===== src/ddsd_pkg.sv =====
package ddsd_pkg;

  typedef enum logic [2:0] {
    CMD_SET_WHOLE = 3'd0,
    CMD_SET_LEFT  = 3'd1,
    CMD_SET_RIGHT = 3'd2,
    CMD_SET_DIGIT = 3'd3,
    CMD_SCAN      = 3'd4,
    CMD_BLANK     = 3'd5
  } cmd_e_t;

  localparam int CQ_DEPTH = 4;
  localparam int CQ_AW    = $clog2(CQ_DEPTH);
  localparam int CQ_CW    = $clog2(CQ_DEPTH + 1);

  localparam int RQ_DEPTH = 2;

  localparam logic [15:0] RECIP10   = 16'd52429;
  localparam int          SHIFT10   = 19;
  localparam logic [16:0] RECIP100  = 17'd83887;
  localparam int          SHIFT100  = 23;
  localparam logic [16:0] RECIP1000 = 17'd67109;
  localparam int          SHIFT1000 = 26;
  localparam logic [7:0]  RECIP10_NARROW = 8'd205;
  localparam int          SHIFT10_NARROW = 11;

  localparam logic [3:0] SEL_BASE   = 4'b0001;
  localparam logic [7:0] BLANK_BYTE = 8'h00;

  typedef struct packed {
    cmd_e_t      op;
    logic [15:0] number;
    logic [1:0]  position;
    logic [12:0] q10;
    logic [9:0]  q100;
    logic [6:0]  q1000;
  } cq_entry_t;

  typedef struct packed {
    logic head_valid;
    logic full;
  } cq_stat_t;

endpackage


===== src/ddsd_front.sv =====
module ddsd_front (
  input  logic [2:0]           in_cmd,
  input  logic [15:0]          in_number,
  input  logic [1:0]           in_position,
  input  logic                 in_push,
  input  ddsd_pkg::cq_stat_t   q_stat,
  output logic                 q_wr_en,
  output ddsd_pkg::cq_entry_t  q_wr_entry
);
  import ddsd_pkg::*;

  logic [31:0] prod10;
  logic [32:0] prod100;
  logic [32:0] prod1000;
  logic        cmd_known;

  always_comb begin
    prod10   = {16'd0, in_number} * {16'd0, RECIP10};
    prod100  = {17'd0, in_number} * {16'd0, RECIP100};
    prod1000 = {17'd0, in_number} * {16'd0, RECIP1000};
  end

  always_comb begin
    unique case (in_cmd)
      CMD_SET_WHOLE, CMD_SET_LEFT, CMD_SET_RIGHT,
      CMD_SET_DIGIT, CMD_SCAN, CMD_BLANK: cmd_known = 1'b1;
      default:                            cmd_known = 1'b0;
    endcase
  end

  always_comb begin
    q_wr_en             = in_push && !q_stat.full && cmd_known;
    q_wr_entry.op       = cmd_e_t'(in_cmd);
    q_wr_entry.number   = in_number;
    q_wr_entry.position = in_position;
    q_wr_entry.q10      = prod10[SHIFT10 +: 13];
    q_wr_entry.q100     = prod100[SHIFT100 +: 10];
    q_wr_entry.q1000    = prod1000[SHIFT1000 +: 7];
  end

endmodule


===== src/ddsd_cmd_q.sv =====
module ddsd_cmd_q (
  input  logic                 clk,
  input  logic                 rst_n,
  input  logic                 wr_en,
  input  ddsd_pkg::cq_entry_t  wr_entry,
  input  logic                 rd_en,
  output ddsd_pkg::cq_entry_t  head,
  output ddsd_pkg::cq_stat_t   stat
);
  import ddsd_pkg::*;

  cq_entry_t               mem_r [CQ_DEPTH];
  logic [CQ_AW-1:0]        wr_ptr_r, wr_ptr_nxt;
  logic [CQ_AW-1:0]        rd_ptr_r, rd_ptr_nxt;
  logic [CQ_CW-1:0]        count_r, count_nxt;

  always_comb begin
    wr_ptr_nxt = wr_en ? wr_ptr_r + 1'b1 : wr_ptr_r;
    rd_ptr_nxt = rd_en ? rd_ptr_r + 1'b1 : rd_ptr_r;
    count_nxt  = count_r + CQ_CW'(wr_en) - CQ_CW'(rd_en);
  end

  always_ff @(posedge clk) begin
    if (!rst_n) begin
      wr_ptr_r <= '0;
      rd_ptr_r <= '0;
      count_r  <= '0;
    end else begin
      wr_ptr_r <= wr_ptr_nxt;
      rd_ptr_r <= rd_ptr_nxt;
      count_r  <= count_nxt;
    end
  end

  always_ff @(posedge clk) begin
    if (wr_en) begin
      mem_r[wr_ptr_r] <= wr_entry;
    end
  end

  always_comb begin
    head            = mem_r[rd_ptr_r];
    stat.head_valid = (count_r != '0);
    stat.full       = (count_r == CQ_CW'(CQ_DEPTH));
  end

endmodule


===== src/ddsd_back.sv =====
module ddsd_back (
  input  logic                 clk,
  input  logic                 rst_n,
  input  ddsd_pkg::cq_entry_t  head,
  input  ddsd_pkg::cq_stat_t   q_stat,
  output logic                 q_rd_en,
  output logic                 out_empty,
  input  logic                 out_pop,
  output logic [7:0]           out_expander_byte
);
  import ddsd_pkg::*;

  logic [3:0]  digit_r [4];
  logic [3:0]  digit_nxt [4];
  logic [1:0]  scan_r, scan_nxt;

  logic [7:0]  rq_data_r [RQ_DEPTH];
  logic        rq_wr_ptr_r, rq_wr_ptr_nxt;
  logic        rq_rd_ptr_r, rq_rd_ptr_nxt;
  logic [1:0]  rq_count_r, rq_count_nxt;

  logic [15:0] rem0;
  logic [12:0] rem1;
  logic [9:0]  rem2;
  logic [14:0] prod3;
  logic [3:0]  t3;
  logic [6:0]  rem3;
  logic [7:0]  pair_byte;
  logic [15:0] pair_prod;
  logic [4:0]  pair_t;
  logic [7:0]  pair_ones;
  logic [4:0]  pair_tens;

  logic        wants_result;
  logic [7:0]  result_byte;
  logic        rq_pop, rq_push, rq_room;

  always_comb begin
    rem0      = head.number - ({head.q10, 3'b000} + {2'b00, head.q10, 1'b0});
    rem1      = head.q10 - ({head.q100, 3'b000} + {2'b00, head.q100, 1'b0});
    rem2      = head.q100 - ({head.q1000, 3'b000} + {2'b00, head.q1000, 1'b0});
    prod3     = {8'd0, head.q1000} * {7'd0, RECIP10_NARROW};
    t3        = prod3[SHIFT10_NARROW +: 4];
    rem3      = head.q1000 - ({t3, 3'b000} + {2'b00, t3, 1'b0});
    pair_byte = head.number[7:0];
    pair_prod = {8'd0, pair_byte} * {8'd0, RECIP10_NARROW};
    pair_t    = pair_prod[SHIFT10_NARROW +: 5];
    pair_ones = pair_byte - ({pair_t, 3'b000} + {2'b00, pair_t, 1'b0});
    if (pair_t >= 5'd20) begin
      pair_tens = pair_t - 5'd20;
    end else if (pair_t >= 5'd10) begin
      pair_tens = pair_t - 5'd10;
    end else begin
      pair_tens = pair_t;
    end
  end

  always_comb begin
    unique case (head.op)
      CMD_SCAN, CMD_BLANK: wants_result = 1'b1;
      default:             wants_result = 1'b0;
    endcase
  end

  always_comb begin
    rq_pop  = out_pop && (rq_count_r != 2'd0);
    rq_room = (rq_count_r != 2'd2) || rq_pop;
    q_rd_en = q_stat.head_valid && (!wants_result || rq_room);
    rq_push = q_rd_en && wants_result;
  end

  always_comb begin
    for (int i = 0; i < 4; i++) begin
      digit_nxt[i] = digit_r[i];
    end
    scan_nxt    = scan_r;
    result_byte = BLANK_BYTE;
    if (q_rd_en) begin
      unique case (head.op)
        CMD_SET_WHOLE: begin
          digit_nxt[0] = rem0[3:0];
          digit_nxt[1] = rem1[3:0];
          digit_nxt[2] = rem2[3:0];
          digit_nxt[3] = rem3[3:0];
        end
        CMD_SET_LEFT: begin
          digit_nxt[2] = pair_ones[3:0];
          digit_nxt[3] = pair_tens[3:0];
        end
        CMD_SET_RIGHT: begin
          digit_nxt[0] = pair_ones[3:0];
          digit_nxt[1] = pair_tens[3:0];
        end
        CMD_SET_DIGIT: begin
          digit_nxt[head.position] = rem0[3:0];
        end
        CMD_SCAN: begin
          result_byte = {SEL_BASE << scan_r, digit_r[scan_r]};
          scan_nxt    = scan_r + 2'd1;
        end
        CMD_BLANK: begin
          result_byte = BLANK_BYTE;
        end
        default: begin
          result_byte = BLANK_BYTE;
        end
      endcase
    end
  end

  always_comb begin
    rq_wr_ptr_nxt = rq_push ? ~rq_wr_ptr_r : rq_wr_ptr_r;
    rq_rd_ptr_nxt = rq_pop ? ~rq_rd_ptr_r : rq_rd_ptr_r;
    rq_count_nxt  = rq_count_r + 2'(rq_push) - 2'(rq_pop);
  end

  always_ff @(posedge clk) begin
    if (!rst_n) begin
      digit_r[0]  <= 4'd1;
      digit_r[1]  <= 4'd2;
      digit_r[2]  <= 4'd3;
      digit_r[3]  <= 4'd4;
      scan_r      <= 2'd0;
      rq_wr_ptr_r <= 1'b0;
      rq_rd_ptr_r <= 1'b0;
      rq_count_r  <= 2'd0;
    end else begin
      digit_r     <= digit_nxt;
      scan_r      <= scan_nxt;
      rq_wr_ptr_r <= rq_wr_ptr_nxt;
      rq_rd_ptr_r <= rq_rd_ptr_nxt;
      rq_count_r  <= rq_count_nxt;
    end
  end

  always_ff @(posedge clk) begin
    if (rq_push) begin
      rq_data_r[rq_wr_ptr_r] <= result_byte;
    end
  end

  always_comb begin
    out_empty         = (rq_count_r == 2'd0);
    out_expander_byte = rq_data_r[rq_rd_ptr_r];
  end

endmodule


===== src/decimal_digit_scan_display.sv =====
// Four-digit multiplexed decimal display driver. Commands enter through a
// push/full port and one command is taken per cycle while full is low:
// set-whole, set-left, set-right and set-digit load decimal digits into the
// four-digit store; scan tick returns the current digit in the low nibble
// with its one-hot select in the upper nibble and advances the scan; blank
// returns 0x00. Codes 6 and 7 are dropped. A scan or blank result passes
// through the four-entry command queue and then the two-entry result queue
// before it appears on the pop side. The front splits the number into
// decimal quotients with constant reciprocal multiplies before the command
// queue; the back finishes the digits and updates the store. Full rises only
// when the result side stalls long enough to fill the command queue.
module decimal_digit_scan_display (
  input  logic        clk,
  input  logic        rst_n,
  input  logic        push,
  output logic        full,
  input  logic [2:0]  in_cmd,
  input  logic [15:0] in_number,
  input  logic [1:0]  in_position,
  output logic        empty,
  input  logic        pop,
  output logic [7:0]  out_expander_byte
);
  import ddsd_pkg::*;

  cq_stat_t  q_stat;
  cq_entry_t q_wr_entry;
  cq_entry_t q_head;
  logic      q_wr_en;
  logic      q_rd_en;

  ddsd_front u_front (
    .in_cmd      (in_cmd),
    .in_number   (in_number),
    .in_position (in_position),
    .in_push     (push),
    .q_stat      (q_stat),
    .q_wr_en     (q_wr_en),
    .q_wr_entry  (q_wr_entry)
  );

  ddsd_cmd_q u_cmd_q (
    .clk      (clk),
    .rst_n    (rst_n),
    .wr_en    (q_wr_en),
    .wr_entry (q_wr_entry),
    .rd_en    (q_rd_en),
    .head     (q_head),
    .stat     (q_stat)
  );

  ddsd_back u_back (
    .clk               (clk),
    .rst_n             (rst_n),
    .head              (q_head),
    .q_stat            (q_stat),
    .q_rd_en           (q_rd_en),
    .out_empty         (empty),
    .out_pop           (pop),
    .out_expander_byte (out_expander_byte)
  );

  assign full = q_stat.full;

endmodule

===== config.mk =====
export PLATFORM = sky130hd
export DESIGN_NAME = decimal_digit_scan_display
export DESIGN_NICKNAME = d
export VERILOG_FILES = /design/src/ddsd_pkg.sv /design/src/ddsd_front.sv /design/src/ddsd_cmd_q.sv /design/src/ddsd_back.sv /design/src/decimal_digit_scan_display.sv
export SDC_FILE = /design/constraint.sdc
export NUM_CORES = 1
export LEC_CHECK = 0
export ABC_CLOCK_PERIOD_IN_PS = 9300
export BUFFER_PORTS_ARGS = -buffer_cell sky130_fd_sc_hd__buf_2
export CAP_MARGIN = 20
export CORE_UTILIZATION = 61
export DETAILED_ROUTE_END_ITERATION = 7
export GPL_TIMING_DRIVEN = 0
export HOLD_SLACK_MARGIN = 0.1
export PLACE_DENSITY = 0.78
export SLEW_MARGIN = 20
export SYNTH_ARGS = -nofsm -noshare
export SYNTH_HDL_FRONTEND = slang
export SYNTH_SLANG_ARGS = --single-unit
export TNS_END_PERCENT = 100

===== constraint.sdc =====
create_clock -name clk -period 9.3 [get_ports clk]
set_input_delay 0.465 -clock clk [delete_from_list [all_inputs] [get_ports clk]]
set_output_delay 0.465 -clock clk [all_outputs]
set_load 0.05 [all_outputs]

==> impl_metrics.ini <==
[clocking]
cts.path.max_buffers = 2
post-cts-setup-buffer-count = 0
post_cts.resized_instances = 0
tritoncts = yes
clock_root_buffer = sky130_fd_sc_hd__clkbuf_16
clkLatencyLatePin_ps = 430
holdBufCountCts = 0
clkTransAtPathRegs_ps = 80
numClockSinks = 160
htreeDepth = 4
cts_buffers = 17

[placement]
buffer_ports.inserted = 34
post-dp-hpwl_microns = 32900
place.gp.congestion = 0.932

[min_path]
hold_path_startpoint = in_cmd[0]
worst_hold_path_type = primary input to flop

[worst_setup_path]
cp_slowest_stage_delay_ps = 590
cp_max_fo = 10
crit_required_ps = 9640
setup.worst_path.class = flop to flop
worst_setup_start_kind = flop
critPathArrivalTime_ps = 7630
critical_path.endpoint_type = flop
crit_path_frequent_cell = sky130_fd_sc_hd__inv_1
cpMaxStageDelayCell = sky130_fd_sc_hd__buf_1

[synth]
post_synth_instance_area_sq_um = 18900
synth_top_area_share = 0.258
synth-edff-count = 128
ys_seq_area_frac = 0.237
synth.avg_cell_area_sq_um = 11.5
synth.ff_latch_count = 160
netlist-cell-type-count = 66
yosys.area.top_type = sky130_fd_sc_hd__ha_1
netlist_instances = 1647
post-synth-top-count-cell = sky130_fd_sc_hd__inv_1
ys.warnings.count = 0
syn-num-nets = 2284
post_synth_main_area_contributors = sky130_fd_sc_hd__ha_1, sky130_fd_sc_hd__fa_1, sky130_fd_sc_hd__edfxtp_1
postSynth.asyncResetShare = 0
synth_commonest_cells = sky130_fd_sc_hd__inv_1, sky130_fd_sc_hd__ha_1, sky130_fd_sc_hd__fa_1
main_flop_type_after_synthesis = sky130_fd_sc_hd__edfxtp_1

[floorplanning]
die_h_microns = 178
num_rows = 64
core_area_sq_um = 30500
die-width_microns = 178
start_util = 0.619
fp.dieArea_sq_um = 31700
design.portCount = 35

[global_route]
globalRouteTotalUtil = 0.276
grt_start_max_net_pins = 29
wire_length_of_the_first_global_routing_pass_microns = 66100
first_global_vias = 12900
antenna_found_initial = 0
global_route.overflow_total = 0

[detailed_routing]
detail_route.first_pass.iterations = 5
routedWlPerCell_microns = 18.9
drtAntennaViolNets = 0
remaining_design_rule_violation_count = 0
via_count = 11800
drt_first_iter_violations = 692
drt-vias-per-instance = 5.61
detailed_route_wl_microns = 39900

[sta]
slew_violations = 0
final.period_utilization = 0.784
setup_tns_final_ps = 0
finalHoldViolations = 0
setup_repair_after_global_routing_missed_its_margin = false
setup_viol = 0
timing.final.crit_period_ps = 7290
worst_pin_slew_ps = 938
clock_skew_ps = 12.5
max_freq_mhz = 137
maxSlewHeadroom = 0.368

[final_layout]
diodes = 0
syn_to_final_growth_pct = 6.67
share_of_the_core_filled_with_cells_in_the_final_layout = 0.660
n_fill_cell = 2313
final_nets = 2337
final_layout_size_suffix_gt1_frac = 0.0759

[run]
maxCapViolCount = 0

[run_status]
status = complete, no violations
through the flow:
stage / setup slack, ps / hold WS [ps] / instance area, sq um / instances
4_1_cts: 1960 / 250 / 20100 / 2109
3_3_place_gp: 2100 / 448 / 19500 / 2077
5_1_grt: 1490 / 247 / 20100 / 2109
3_5_place_dp: 1960 / 466 / 19600 / 2077
2_1_floorplan: 3040 / 435 / 18900 / 1647
6_report: 2010 / 257 / 20100 / 2109
flip-flops by register name (all words and copies together), names as in the netlist, named ones only:
name	count
u_back.digit_r	16
u_back.rq_count_r	2
u_back.rq_data_r	16
u_back.rq_rd_ptr_r	1
u_back.rq_wr_ptr_r	1
u_back.scan_r	2
u_cmd_q.count_r	3
u_cmd_q.mem_r	112
u_cmd_q.rd_ptr_r	2
u_cmd_q.wr_ptr_r	2
path summary, 6_finish.rpt:
check,endpoint,slack (ps),depth (start not counted)
max,u_back.digit_r[15],2010,25
min,u_cmd_q.mem_r[3][48],260,1
min reg2reg,u_back.digit_r[4],480,2
max reg2reg,u_back.digit_r[15],2010,25
critical path: cells and delay by family (launching register included):
kind                       cells  cell delay (ps)
and+or+nand+nor                4              910
AOI/OAI and AO/OA              3              690
adders and majority gates      6             2390
DFF                            1              340
xor gates and xnor gates       3              570
buffers and inverters          8             1800
muxes                          1              490
layout make-up:
class / instances / area, sq um / share of cell area
Multi-Input combinational cell: 1060 / 12800 / 0.635
Sequential cell: 160 / 4480 / 0.223
Inverter: 406 / 1520 / 0.0757
Tap cell: 396 / 495 / 0.0246
Clock buffer: 17 / 425 / 0.0211
Timing Repair Buffer: 34 / 170 / 0.00845
Clock inverter: 15 / 164 / 0.00814
Buffer: 21 / 90.1 / 0.00447
layout by cell type, fill, tap and decap left out, types with 5 or more instances in the layout:
master,netlist,layout
sky130_fd_sc_hd__ha_1,390,390
sky130_fd_sc_hd__o211ai_1,5,5
sky130_fd_sc_hd__fa_1,222,222
sky130_fd_sc_hd__nor2_1,43,43
sky130_fd_sc_hd__dfxtp_1,32,32
sky130_fd_sc_hd__inv_1,406,406
sky130_fd_sc_hd__nand3_1,14,14
sky130_fd_sc_hd__nand2_1,36,36
sky130_fd_sc_hd__o21ai_0,30,30
sky130_fd_sc_hd__inv_8,0,6
sky130_fd_sc_hd__xor2_1,13,13
sky130_fd_sc_hd__a21oi_1,32,32
sky130_fd_sc_hd__a211oi_1,6,6
sky130_fd_sc_hd__mux2i_1,8,8
sky130_fd_sc_hd__clkbuf_16,0,17
sky130_fd_sc_hd__and2_1,15,11
sky130_fd_sc_hd__nor2b_1,17,17
sky130_fd_sc_hd__xnor2_1,57,57
sky130_fd_sc_hd__o21bai_1,5,5
sky130_fd_sc_hd__edfxtp_1,128,128
sky130_fd_sc_hd__and3_1,16,16
sky130_fd_sc_hd__mux2_2,11,11
sky130_fd_sc_hd__a31oi_1,5,5
sky130_fd_sc_hd__buf_2,3,37
sky130_fd_sc_hd__mux4_2,31,31
sky130_fd_sc_hd__clkbuf_1,14,14
sky130_fd_sc_hd__a21o_1,22,22
sky130_fd_sc_hd__nor3_1,11,11
sky130_fd_sc_hd__o221ai_1,5,5
cell families after synthesis:
kind of cell    after synthesis  synth area share
simple gates                175            0.0477
compound gates              153            0.0553
fa+ha+maj                   612             0.494
mux                          50            0.0478
buf+inv                     427            0.0855
xor+xnor                     70            0.0325
flops                       160             0.237
metal layers:
metal	vias to the layer above	GRT usage	share of wire	wire, microns
li1	5579	-	-	-
met1	5857	0.334	0.40	16100
met2	292	0.491	0.51	20500
met3	100	0.0300	0.037	1470
met4	0	0.134	0.047	1890
met5	-	0	0	0
Power is left out: the tool's default activity adds up to more than one toggle a clock period on the data nets, which glitch-free logic cannot reach.
